===== src/rtl/core/bdqs_pkg.sv =====
// shared types, codes and microcode table for the bounded deque with search
// no dependencies; used by bounded_deque_with_search and its testbench
package bdqs_pkg;

   localparam int KIND_W   = 3;
   localparam int KEY_IN_W = 32;
   localparam int STATUS_W = 2;
   localparam int POS_W    = 4;
   localparam int TOTAL_W  = 5;

   typedef enum logic [KIND_W-1:0] {
      KIND_PUSH_HEAD = 3'd0,
      KIND_PUSH_TAIL = 3'd1,
      KIND_POP_HEAD  = 3'd2,
      KIND_POP_TAIL  = 3'd3,
      KIND_SEARCH    = 3'd4,
      KIND_REVERSE   = 3'd5
   } kind_type;

   typedef enum logic [STATUS_W-1:0] {
      STATUS_OK       = 2'd0,
      STATUS_EMPTY    = 2'd1,
      STATUS_FULL     = 2'd2,
      STATUS_NOTFOUND = 2'd3
   } status_type;

   typedef struct packed {
      logic [KIND_W-1:0]          kind;
      logic signed [KEY_IN_W-1:0] key_value;
   } req_type;

   typedef struct packed {
      logic [STATUS_W-1:0] status;
      logic [POS_W-1:0]    found_position;
      logic [TOTAL_W-1:0]  entry_total;
   } rsp_type;

   typedef enum logic [2:0] {
      STEP_IDLE      = 3'd0,
      STEP_PUSH      = 3'd1,
      STEP_POP       = 3'd2,
      STEP_REV       = 3'd3,
      STEP_NOP       = 3'd4,
      STEP_SRCH_INIT = 3'd5,
      STEP_SRCH_LOOP = 3'd6
   } step_type;

   typedef enum logic [2:0] {
      ACT_IDLE      = 3'd0,
      ACT_PUSH      = 3'd1,
      ACT_POP       = 3'd2,
      ACT_REV       = 3'd3,
      ACT_NOP       = 3'd4,
      ACT_SRCH_INIT = 3'd5,
      ACT_SRCH_CMP  = 3'd6
   } act_type;

   // one control word per step: datapath action, and where to go when not done
   typedef struct packed {
      act_type  act;
      step_type target;
   } ucw_type;

   function automatic ucw_type ucode(input step_type step);
      ucw_type w;
      unique case (step)
         STEP_IDLE:      w = '{act: ACT_IDLE,      target: STEP_IDLE};
         STEP_PUSH:      w = '{act: ACT_PUSH,      target: STEP_IDLE};
         STEP_POP:       w = '{act: ACT_POP,       target: STEP_IDLE};
         STEP_REV:       w = '{act: ACT_REV,       target: STEP_IDLE};
         STEP_NOP:       w = '{act: ACT_NOP,       target: STEP_IDLE};
         STEP_SRCH_INIT: w = '{act: ACT_SRCH_INIT, target: STEP_SRCH_LOOP};
         STEP_SRCH_LOOP: w = '{act: ACT_SRCH_CMP,  target: STEP_SRCH_LOOP};
         default:        w = '{act: ACT_IDLE,      target: STEP_IDLE};
      endcase
      return w;
   endfunction

   // entry step of each operation
   function automatic step_type dispatch(input logic [KIND_W-1:0] kind);
      step_type s;
      unique case (kind)
         KIND_PUSH_HEAD, KIND_PUSH_TAIL: s = STEP_PUSH;
         KIND_POP_HEAD, KIND_POP_TAIL:   s = STEP_POP;
         KIND_SEARCH:                    s = STEP_SRCH_INIT;
         KIND_REVERSE:                   s = STEP_REV;
         default:                        s = STEP_NOP;
      endcase
      return s;
   endfunction

endpackage


===== src/rtl/core/bounded_deque_with_search.sv =====
// channel   ports                       direction  handshake
// request   start, busy, req_word       in         taken when start and not busy
// response  rsp_strobe, rsp_word        out        one cycle, cannot be held off
//
// push, pop, reverse and unused kinds go back to idle from their entry step;
// rsp_strobe is registered as that step finishes
// search keeps busy through an init step and a compare loop that stops at the
// first match or after the last stored key (an empty store ends at init): one
// stored key per cycle through the single read port of the key store
// reset clears pointer, count and order flag; stored keys are not cleared
// depends on bdqs_pkg and bdqs_store
module bounded_deque_with_search #(
   parameter int DEPTH     = 16,
   parameter int KEY_WIDTH = 32
) (
   input  logic             clock,
   input  logic             reset,
   input  logic             start,
   output logic             busy,
   input  bdqs_pkg::req_type req_word,
   output logic             rsp_strobe,
   output bdqs_pkg::rsp_type rsp_word
);

   localparam int PTR_W = (DEPTH > 1) ? $clog2(DEPTH) : 1;
   localparam int CNT_W = $clog2(DEPTH + 1);
   localparam logic [PTR_W:0]   DEPTH_W = (PTR_W + 1)'(DEPTH);
   localparam logic [PTR_W-1:0] LAST_P  = PTR_W'(DEPTH - 1);
   localparam logic [CNT_W-1:0] DEPTH_C = CNT_W'(DEPTH);

   bdqs_pkg::step_type step_ff, step_in;
   bdqs_pkg::ucw_type  ucw;

   logic [bdqs_pkg::KIND_W-1:0] kind_ff;
   logic [KEY_WIDTH-1:0]        key_ff;
   logic [PTR_W-1:0]            front_ff, front_in;
   logic [CNT_W-1:0]            count_ff, count_in;
   logic                        rev_ff, rev_in;
   logic [PTR_W-1:0]            idx_ff, idx_in;
   logic                        rsp_strobe_ff;
   bdqs_pkg::rsp_type           rsp_word_ff;

   logic                        accept;
   logic                        done;
   bdqs_pkg::status_type        status;
   logic                        wr_en;
   logic [PTR_W-1:0]            wr_addr;
   logic [PTR_W-1:0]            rd_idx;
   logic [PTR_W-1:0]            rd_addr;
   logic [CNT_W-1:0]            rd_offs;
   logic [KEY_WIDTH-1:0]        rd_data;
   logic [KEY_WIDTH+bdqs_pkg::KEY_IN_W-1:0] key_ext;
   logic [PTR_W+bdqs_pkg::POS_W-1:0]        pos_full;
   logic [CNT_W+bdqs_pkg::TOTAL_W-1:0]      total_full;
   logic                        head_side;
   logic                        at_front;
   logic                        is_full;
   logic                        is_empty;
   logic [PTR_W-1:0]            front_dec;
   logic [PTR_W-1:0]            front_inc;
   logic                        match;
   logic                        last;

   function automatic logic [PTR_W-1:0] slot_of(input logic [PTR_W-1:0] base,
                                                 input logic [PTR_W-1:0] offs);
      logic [PTR_W:0] sum;
      logic [PTR_W:0] sub;
      sum = {1'b0, base} + {1'b0, offs};
      sub = sum - DEPTH_W;
      return (sum >= DEPTH_W) ? sub[PTR_W-1:0] : sum[PTR_W-1:0];
   endfunction

   assign accept  = start && !busy;
   assign busy    = (step_ff != bdqs_pkg::STEP_IDLE);
   assign ucw     = bdqs_pkg::ucode(step_ff);
   assign key_ext = {{KEY_WIDTH{req_word.key_value[bdqs_pkg::KEY_IN_W-1]}},
                     req_word.key_value};

   assign head_side = (kind_ff == bdqs_pkg::KIND_PUSH_HEAD) ||
                      (kind_ff == bdqs_pkg::KIND_POP_HEAD);
   assign at_front  = head_side ^ rev_ff;
   assign is_full   = (count_ff == DEPTH_C);
   assign is_empty  = (count_ff == '0);
   assign front_dec = (front_ff == '0) ? LAST_P : (front_ff - PTR_W'(1));
   assign front_inc = (front_ff == LAST_P) ? '0 : (front_ff + PTR_W'(1));
   assign match     = (rd_data == key_ff);
   assign last      = (CNT_W'(idx_ff) == (count_ff - CNT_W'(1)));
   assign rd_offs   = rev_ff ? (count_ff - CNT_W'(1) - CNT_W'(rd_idx))
                             : CNT_W'(rd_idx);
   assign rd_addr   = slot_of(front_ff, rd_offs[PTR_W-1:0]);
   assign pos_full  = {{bdqs_pkg::POS_W{1'b0}}, idx_ff};
   assign total_full = {{bdqs_pkg::TOTAL_W{1'b0}}, count_in};

   // next step
   always_comb begin
      if (step_ff == bdqs_pkg::STEP_IDLE) begin
         step_in = accept ? bdqs_pkg::dispatch(req_word.kind) : bdqs_pkg::STEP_IDLE;
      end else begin
         step_in = done ? bdqs_pkg::STEP_IDLE : ucw.target;
      end
   end

   // datapath control from the current control word
   always_comb begin
      done     = 1'b1;
      status   = bdqs_pkg::STATUS_OK;
      wr_en    = 1'b0;
      wr_addr  = front_dec;
      front_in = front_ff;
      count_in = count_ff;
      rev_in   = rev_ff;
      idx_in   = idx_ff;
      rd_idx   = idx_ff + PTR_W'(1);
      unique case (ucw.act)
         bdqs_pkg::ACT_IDLE: begin
            done = 1'b0;
         end
         bdqs_pkg::ACT_PUSH: begin
            if (is_full) begin
               status = bdqs_pkg::STATUS_FULL;
            end else begin
               wr_en    = 1'b1;
               count_in = count_ff + CNT_W'(1);
               if (at_front) begin
                  front_in = front_dec;
                  wr_addr  = front_dec;
               end else begin
                  wr_addr = slot_of(front_ff, count_ff[PTR_W-1:0]);
               end
            end
         end
         bdqs_pkg::ACT_POP: begin
            if (is_empty) begin
               status = bdqs_pkg::STATUS_EMPTY;
            end else begin
               count_in = count_ff - CNT_W'(1);
               if (at_front) begin
                  front_in = front_inc;
               end
            end
         end
         bdqs_pkg::ACT_REV: begin
            if (is_empty) begin
               status = bdqs_pkg::STATUS_EMPTY;
            end else begin
               rev_in = !rev_ff;
            end
         end
         bdqs_pkg::ACT_NOP: begin
            done = 1'b1;
         end
         bdqs_pkg::ACT_SRCH_INIT: begin
            rd_idx = '0;
            idx_in = '0;
            if (is_empty) begin
               status = bdqs_pkg::STATUS_EMPTY;
            end else begin
               done = 1'b0;
            end
         end
         bdqs_pkg::ACT_SRCH_CMP: begin
            if (match) begin
               status = bdqs_pkg::STATUS_OK;
            end else if (last) begin
               status = bdqs_pkg::STATUS_NOTFOUND;
            end else begin
               done   = 1'b0;
               idx_in = idx_ff + PTR_W'(1);
            end
         end
         default: begin
            done = 1'b0;
         end
      endcase
   end

   always_ff @(posedge clock) begin
      if (reset) begin
         step_ff       <= bdqs_pkg::STEP_IDLE;
         front_ff      <= '0;
         count_ff      <= '0;
         rev_ff        <= 1'b0;
         rsp_strobe_ff <= 1'b0;
      end else begin
         step_ff       <= step_in;
         front_ff      <= front_in;
         count_ff      <= count_in;
         rev_ff        <= rev_in;
         rsp_strobe_ff <= busy && done;
      end
   end

   always_ff @(posedge clock) begin
      if (accept) begin
         kind_ff <= req_word.kind;
         key_ff  <= key_ext[KEY_WIDTH-1:0];
      end
      idx_ff <= idx_in;
      if (busy && done) begin
         rsp_word_ff.status         <= status;
         rsp_word_ff.found_position <= (ucw.act == bdqs_pkg::ACT_SRCH_CMP && match)
                                       ? pos_full[bdqs_pkg::POS_W-1:0]
                                       : '0;
         rsp_word_ff.entry_total    <= total_full[bdqs_pkg::TOTAL_W-1:0];
      end
   end

   bdqs_store #(
      .DEPTH     (DEPTH),
      .KEY_WIDTH (KEY_WIDTH)
   ) u_store (
      .clock   (clock),
      .wr_en   (wr_en),
      .wr_addr (wr_addr),
      .wr_data (key_ff),
      .rd_addr (rd_addr),
      .rd_data (rd_data)
   );

   assign rsp_strobe = rsp_strobe_ff;
   assign rsp_word   = rsp_word_ff;

`ifndef SYNTHESIS
   a_accept_busy: assert property (@(posedge clock) disable iff (reset)
      accept |=> busy)
      else $error("accepted word did not start a sequence");

   a_rsp_after_busy: assert property (@(posedge clock) disable iff (reset)
      rsp_strobe |-> $past(busy))
      else $error("response strobe without a running sequence");

   a_count_bound: assert property (@(posedge clock) disable iff (reset)
      count_ff <= DEPTH_C)
      else $error("entry count beyond depth");

   a_search_nonempty: assert property (@(posedge clock) disable iff (reset)
      (step_ff == bdqs_pkg::STEP_SRCH_LOOP) |-> (count_ff != '0))
      else $error("search loop running on an empty store");
`endif

endmodule


===== src/rtl/core/bdqs_store.sv =====
// key storage ring: one write port, one read port with registered read data
// depends on nothing beyond its parameters
module bdqs_store #(
   parameter int DEPTH     = 16,
   parameter int KEY_WIDTH = 32
) (
   input  logic                     clock,
   input  logic                     wr_en,
   input  logic [$clog2(DEPTH)-1:0] wr_addr,
   input  logic [KEY_WIDTH-1:0]     wr_data,
   input  logic [$clog2(DEPTH)-1:0] rd_addr,
   output logic [KEY_WIDTH-1:0]     rd_data
);

   logic [KEY_WIDTH-1:0] mem [DEPTH];
   logic [KEY_WIDTH-1:0] rd_data_ff;

   always_ff @(posedge clock) begin
      if (wr_en) begin
         mem[wr_addr] <= wr_data;
      end
   end

   always_ff @(posedge clock) begin
      rd_data_ff <= mem[rd_addr];
   end

   assign rd_data = rd_data_ff;

endmodule


===== config.mk =====
export PLATFORM = sky130hd
export DESIGN_NAME = bounded_deque_with_search
export DESIGN_NICKNAME = d
export VERILOG_FILES = /design/src/rtl/core/bdqs_pkg.sv /design/src/rtl/core/bounded_deque_with_search.sv /design/src/rtl/core/bdqs_store.sv
export SDC_FILE = /design/constraint.sdc
export NUM_CORES = 1
export LEC_CHECK = 0
export BUFFER_PORTS_ARGS = -buffer_cell sky130_fd_sc_hd__buf_4
export CAP_MARGIN = 20
export CORE_MARGIN = 3
export CORE_UTILIZATION = 49
export CTS_BUF_LIST = sky130_fd_sc_hd__clkbuf_8
export CTS_CLUSTER_DIAMETER = 80
export DETAILED_ROUTE_END_ITERATION = 8
export HOLD_SLACK_MARGIN = 0.08
export SLEW_MARGIN = 40
export SYNTH_ARGS = -nofsm -noshare
export SYNTH_HDL_FRONTEND = slang
export SYNTH_SLANG_ARGS = --single-unit

===== constraint.sdc =====
create_clock -name clock -period 10.1 [get_ports clock]
set_clock_uncertainty 0.1 [all_clocks]
set_input_delay 2.02 -clock clock [delete_from_list [all_inputs] [get_ports clock]]
set_output_delay 2.02 -clock clock [all_outputs]
set_load 0.01 [all_outputs]

; Yosys cells after proc, flatten, opt, wreduce, memory -nomap -nowiden
; Memory sizes are Yosys's and may differ from the RTL's. A register that Yosys moved wholly into a read port is not among the register bits.
; Cells that the tools add are included.
[word_totals]
reg_bits = 64
ramBits = 512
out_inout_bits = 13
wordCells = 113
memories = 1
[mem_list]
columns = name, depth, width, rd, rd_clocked_by_memory_dff, write_ports, line
row1 = u_store.mem, 16, 32, 1, 1, 1, bdqs_store.sv:15  ; logic [KEY_WIDTH-1:0] mem [DEPTH];
[op_classes]
addsub = 10
order_cmp = 2
eq_ne = 28
muxes = 38
n_bitwise = 2
n_reduce_logical = 21
[op_table]
columns = operator, count
row1 = 4-bit two-way mux, 15
row2 = 6-bit one-hot mux with 6 select lines, 1
row3 = 32-bit equality test, 1
row4 = 3-bit equality test (second input constant), 8
row5 = 3-bit by 2-bit equality test with 1-bit output (second input constant), 7
row6 = 4-bit one-hot mux with 2 select lines, 2
row7 = 2-bit inequality test (second input constant), 6
row8 = 3-bit one-hot mux with 4 select lines, 1
row9 = 4-bit by 1-bit subtractor with 4-bit output (second input constant), 3
row10 = 4-bit by 4-bit adder with 5-bit output, 2
row11 = 5-bit >= comparator (second input constant), 2
row12 = 5-bit two-way mux, 2
row13 = 5-bit one-hot mux with 2 select lines, 1
row14 = 3-bit by 1-bit equality test with 1-bit output (second input constant), 3
row15 = 3-bit zero test, 3
row16 = 3-bit two-way mux, 3
row17 = 4-bit by 1-bit adder with 4-bit output (second input constant), 2
row18 = 1-bit two-way mux, 8
row19 = 2-bit two-way mux, 3
row20 = 2-bit one-hot mux with 3 select lines, 1
row21 = 5-bit by 1-bit adder with 5-bit output (second input constant), 1
row22 = 4-bit by 5-bit equality test with 1-bit output, 1
row23 = 5-bit equality test (second input constant), 1
row24 = 5-bit zero test, 1
row25 = other kinds (18), 23

; Logic depth before layout (Yosys ltp)
[depth]
word_depth = 9
depth_mapped = 17
ltp_nobuf = 14

; Hierarchy
; Synthesis repeated with hierarchy kept, for this count alone.
[hier_totals]
cells_unflattened = 1148
hier_area_um2 = 23359.9
[modules_own_cells]
columns = mod, instances, cells_per_inst, area_per_inst_um2, seq_area_each_um2
row1 = bdqs_store, 1, 838, 19835.3, 16015.4
row2 = bounded_deque_with_search, 1, 310, 3524.6, 1751.7

; Least setup slack after synthesis
; No wires, ideal clock.
[synth_timing]
kind = register -> register
startpoint = register count_ff[0]
endpoint = memory u_store.mem[10][0] (enable)
arrival_ns = 3.385
required_ns = 9.579
setup_slack_ns = 6.194
path_stages_with_launch = 10
path_buffers = 1
cell_sequence = dfxtp_1 > inv_1 > ha_1 > buf_2 > and4bb_2 > nor3_4 > nand2_1 > mux2_2 > nand2_1 > nor2_1
[synth_between]
elab_chain_cells = 6
[synth_rtl]
columns = item, line
row1 = from (decl), bounded_deque_with_search.sv:37  ; logic [CNT_W-1:0] count_ff, count_in;
row2 = from (signal assigned), bounded_deque_with_search.sv:187  ; count_ff <= count_in;
row3 = 4-bit by 4-bit adder with 5-bit output, bounded_deque_with_search.sv:68  ; sum = {1'b0, base} + {1'b0, offs};
row4 = 4-bit by 1-bit subtractor with 4-bit output or 5-bit >= comparator (tied branches), "bounded_deque_with_search.sv:69, bounded_deque_with_search.sv:70"
row5 = 4-bit two-way mux, bounded_deque_with_search.sv:70  ; return (sum >= DEPTH_W) ? sub[PTR_W-1:0] : sum[PTR_W-1:0];
row6 = 4-bit two-way mux, bounded_deque_with_search.sv:124  ; if (at_front) begin
row7 = 4-bit two-way mux, bounded_deque_with_search.sv:119  ; if (is_full) begin
row8 = 4-bit two-way mux, bounded_deque_with_search.sv:114  ; unique case (ucw.act)
row9 = to (decl), bdqs_store.sv:15
; Several ways; a longest one is shown, not always the timed one.

; Final worst setup path
[layout_timing]
startpoint = register step_ff[2]
endpoint = register u_store.rd_data_ff[30], in the netlist u_store.rd_data[30] (read register of u_store.mem)
[layout_between]
elab_chain_cells = 9
[layout_rtl]
columns = item, line
row1 = from (decl), bounded_deque_with_search.sv:31  ; bdqs_pkg::step_type step_ff, step_in;
row2 = from (signal assigned), bounded_deque_with_search.sv:179  ; step_ff <= bdqs_pkg::STEP_IDLE;
row3 = from (signal assigned), bounded_deque_with_search.sv:185  ; step_ff <= step_in;
row4 = 3-bit equality test (tied with other cells), bdqs_pkg.sv:66  ; unique case (step)
row5 = 6-bit one-hot mux with 6 select lines (*), bdqs_pkg.sv:66
row6 = 3-bit equality test (*), bounded_deque_with_search.sv:114
row7 = 4-bit two-way mux (*), bounded_deque_with_search.sv:114
row8 = 4-bit subtractor, bounded_deque_with_search.sv:88  ; assign rd_offs = rev_ff ? (count_ff - CNT_W'(1) - CNT_W'(rd_idx))
row9 = 4-bit two-way mux (*), bounded_deque_with_search.sv:88
row10 = 4-bit by 4-bit adder with 5-bit output (*), bounded_deque_with_search.sv:68
row11 = 4-bit by 1-bit subtractor with 4-bit output or 5-bit >= comparator (tied branches), "bounded_deque_with_search.sv:69, bounded_deque_with_search.sv:70"
row12 = 4-bit two-way mux (*), bounded_deque_with_search.sv:70
row13 = to (decl), bdqs_store.sv:16  ; logic [KEY_WIDTH-1:0] rd_data_ff;
; Every way passes the cells marked *; elsewhere a longest branch is shown, timed or not.
; A chain may end at the register's enable or synchronous reset.

==> metrics.csv <==
stage,metric,value,unit
floorplan,dieArea,51000,um^2
floorplan,initial_core_util,0.502,
placed_design,numPortBuffers,50,
timing,setup_viol,0,
synth,yosys.area_share.adder,0.00993,
global_route,antenna_found_initial,0,
synth,synth_xor_area_frac,0.0198,
detailed_routing,dr.pass1.iters,4,
power,vdd_drop_max,0.148,mV
detailed_routing,routed_wl,49900,um
final_layout,drive_gt1_frac,0.280,
floorplan,dieWidth,226,um
final_layout,syn2layout_area_growth,13.4,%
synth,avgSynthCellArea,20.7,um^2
synth,synth-compound-area-share,0.0150,
critical_path,cp.required,10.54,ns
synth,ys_ff_latch,607,
clock_network,cts_resized,0,
final_layout,fillCellCount,3561,
timing,hold_viol_final,0,
detailed_routing,route.detailed.wl_per_inst,25.5,um
global_route,grt_pass1_wl,74700,um
global_route,grt_max_degree,62,
placed_design,dp.final_hpwl,24900,um
synth,netlist_top_cells_area,"edfxtp_1, mux4_2, mux2i_1",
flow_run,maxCapViolCount,0,
synth,synthTopCellsByCount,"edfxtp_1, mux4_2, mux2i_1",
timing,finalCritPeriodShare,0.511,
placed_design,postPlaceCellArea,25000,um^2
clock_network,clock_latency,0.67,ns
floorplan,num_rows,79,
critical_path,cp-end-kind,flip-flop,
final_layout,final_nets,1325,
synth,synthArstFlopShare,0,
timing,finalSetupTns,0,ns
detailed_routing,drc_errors,0,
status,outcome,finished clean,
timing,drv_slew,0,
synth,synth-simple-area-share,0.0272,
clock_network,clkTransAtPathRegs,0.06,ns
synth,syn-cell-area,23700,um^2
floorplan,core_area,47100,um^2
power,leakage,8.97,nW
critical_path,cp_max_fo,33,
clock_network,cts_root_buf,clkbuf_8,
critical_path,reg2regPathDepth,13,
critical_path,critPathArrivalTime,5.60,ns
critical_path,critPathKind,flip-flop to flip-flop,
synth,netlist-cell-type-count,56,
global_route,grt.total_usage,0.203,
clock_network,post_cts_buffers,0,
synth,synthCells,1144,
synth,yosys.area.top_type,edfxtp_1,
timing,worstMarginPinSlew,0.798,ns
timing,layout_min_cycle_time,5.16,ns
critical_path,worst_setup_path_start_kind,flip-flop,
timing,slew_headroom,0.468,
synth,synth_top_family_by_area,multiplexers,
clock_network,cts_htree_levels,3,
synth,synth_edf_count,561,
detailed_routing,first_iter_violations,806,
synth,synth_most_common_cell,edfxtp_1,
clock_network,cts_buffers,98,
detailed_routing,vias,11200,
synth,synthesis.nets,1199,
clock_network,clock_sinks,607,
synth,ys_seq_area_frac,0.750,
timing,layout_setup_ws,4.94,ns
clock_network,ctsHoldBuffers,0,
timing,rsz0062_at_grt,no,
synth,synthMuxAreaShare,0.165,
detailed_routing,antenna_left,0,
final_layout,final_area,26900,um^2
synth,synth_top_area_frac,0.711,
floorplan,dieHeight,226,um
hold_path,hp-class,flip-flop to flip-flop,
power,power_density,189,nW/um^2
floorplan,io_pins,51,
final_layout,antennaDiodeCount,0,
global_route,overflow,0,
synth,synth_top_flop_cell,edfxtp_1,
clock_network,clockBufferDepth,3,
placed_design,pre_cts_ws,4.90,ns
synth,ys_warn_count,0,
timing,max_freq,194,MHz
placed_design,gp_congestion,0.854,
detailed_routing,vias_per_cell,5.71,
hold_path,holdPathStages,2,
global_route,grt_pass1_vias,11700,
clock_network,cts_tree,done,
-- state kept, by name (all words and copies together) (netlist names) --
| name | count |
|---|---|
| u_store.mem | 512 |
| rsp_strobe | 1 |
| u_store.rd_data | 32 |
| front_ff | 4 |
| kind_ff | 2 |
| rsp_word | 11 |
| count_ff | 5 |
| key_ff | 32 |
| step_ff | 3 |
| rev_ff | 1 |
| idx_ff | 4 |
-- final cells by class --
type	instances	area (um^2)	share of cell area
Sequential cell	607	17800	0.661
Inverter	16	60.1	0.00224
Clock buffer	118	1620	0.0605
Timing Repair Buffer	75	599	0.0223
Multi-Input combinational cell	472	5780	0.215
Tap cell	607	759	0.0283
Clock inverter	60	277	0.0103
-- kinds of logic after synthesis --
kind of cell               after synthesis
and+or+nand+nor                        121
AOI/OAI and AO/OA                       54
DFF                                    607
xor gates and xnor gates                52
muxes                                  228
buffers and inverters                   65
adders and majority gates               17
-- worst max-delay path: stages (launching register included) --
cell and delay, ns:
dfxtp_1 0.60, inv_1 0.20, or2_2 0.38, nand2_1 0.11, inv_1 0.07, fa_1 0.47
o21ai_0 0.22, ha_1 0.27, a21o_1 0.17, a21oi_1 0.16, xnor2_1 0.08, xnor3_4 0.94
buf_4 0.66, mux4_2 0.57
-- per-stage QoR --
step / std cells / util / power (mW) / hold WS, ns
after floorplan: 1144 / - / 3.03 / 0.493
after global placement: 1776 / 0.529 / 3.12 / 0.514
after detailed placement: 1777 / 0.529 / 3.13 / 0.526
after CTS: 1955 / 0.570 / 5.13 / 0.535
after global routing: 1955 / 0.570 / 5.27 / 0.590
final: 1955 / 0.570 / 5.06 / 0.535
-- per-layer routing --
layer  track usage  wire (um)  vias up
li1              -          -     4918
met1         0.275      21400     5855
met2         0.337      24800      299
met3        0.0393       2380       91
met4        0.0638       1300        0
met5             0          0        -
-- final timing paths --
kind         slack, ns                      from                          end
max               4.94     step_ff[2]$_SDFF_PP0_  u_store.rd_data[30]$_DFF_P_
min               0.53  front_ff[3]$_SDFFE_PP0P_     front_ff[3]$_SDFFE_PP0P_
max reg2reg       4.94     step_ff[2]$_SDFF_PP0_  u_store.rd_data[30]$_DFF_P_
min reg2reg       0.53  front_ff[3]$_SDFFE_PP0P_     front_ff[3]$_SDFFE_PP0P_
-- layout by cell type, fill, tap and decap left out, types with 3 or more instances in the layout --
master        n
edfxtp_1    561
mux4_2      129
clkbuf_8    118
mux2i_1      96
buf_4        72
inv_1        47
dfxtp_1      46
xnor2_1      43
nor2_1       22
nand2_1      21
a21oi_1      16
nor2_4       16
ha_1         13
o21ai_0      12
clkinv_2     11
nand3_1      10
clkinv_1     10
nand4_1       9
and2_1        7
xor2_1        7
nor2b_1       6
or2_2         4
a21o_1        4
o211ai_1      4
nor3_1        4
nand2b_1      4
clkinvlp_4    4
nand3b_1      3
a211oi_1      3
mux2_2        3
-- power breakdown --
group | total, mW | leakage [nW] | internal (mW) | switching, mW
Clock | 2.00 | 1.09 | 1.06 | 0.936
Sequential | 2.84 | 5.46 | 2.80 | 0.0493
Combinational | 0.224 | 2.42 | 0.104 | 0.120
No activity file was read; power rests on OpenSTA's default activity.
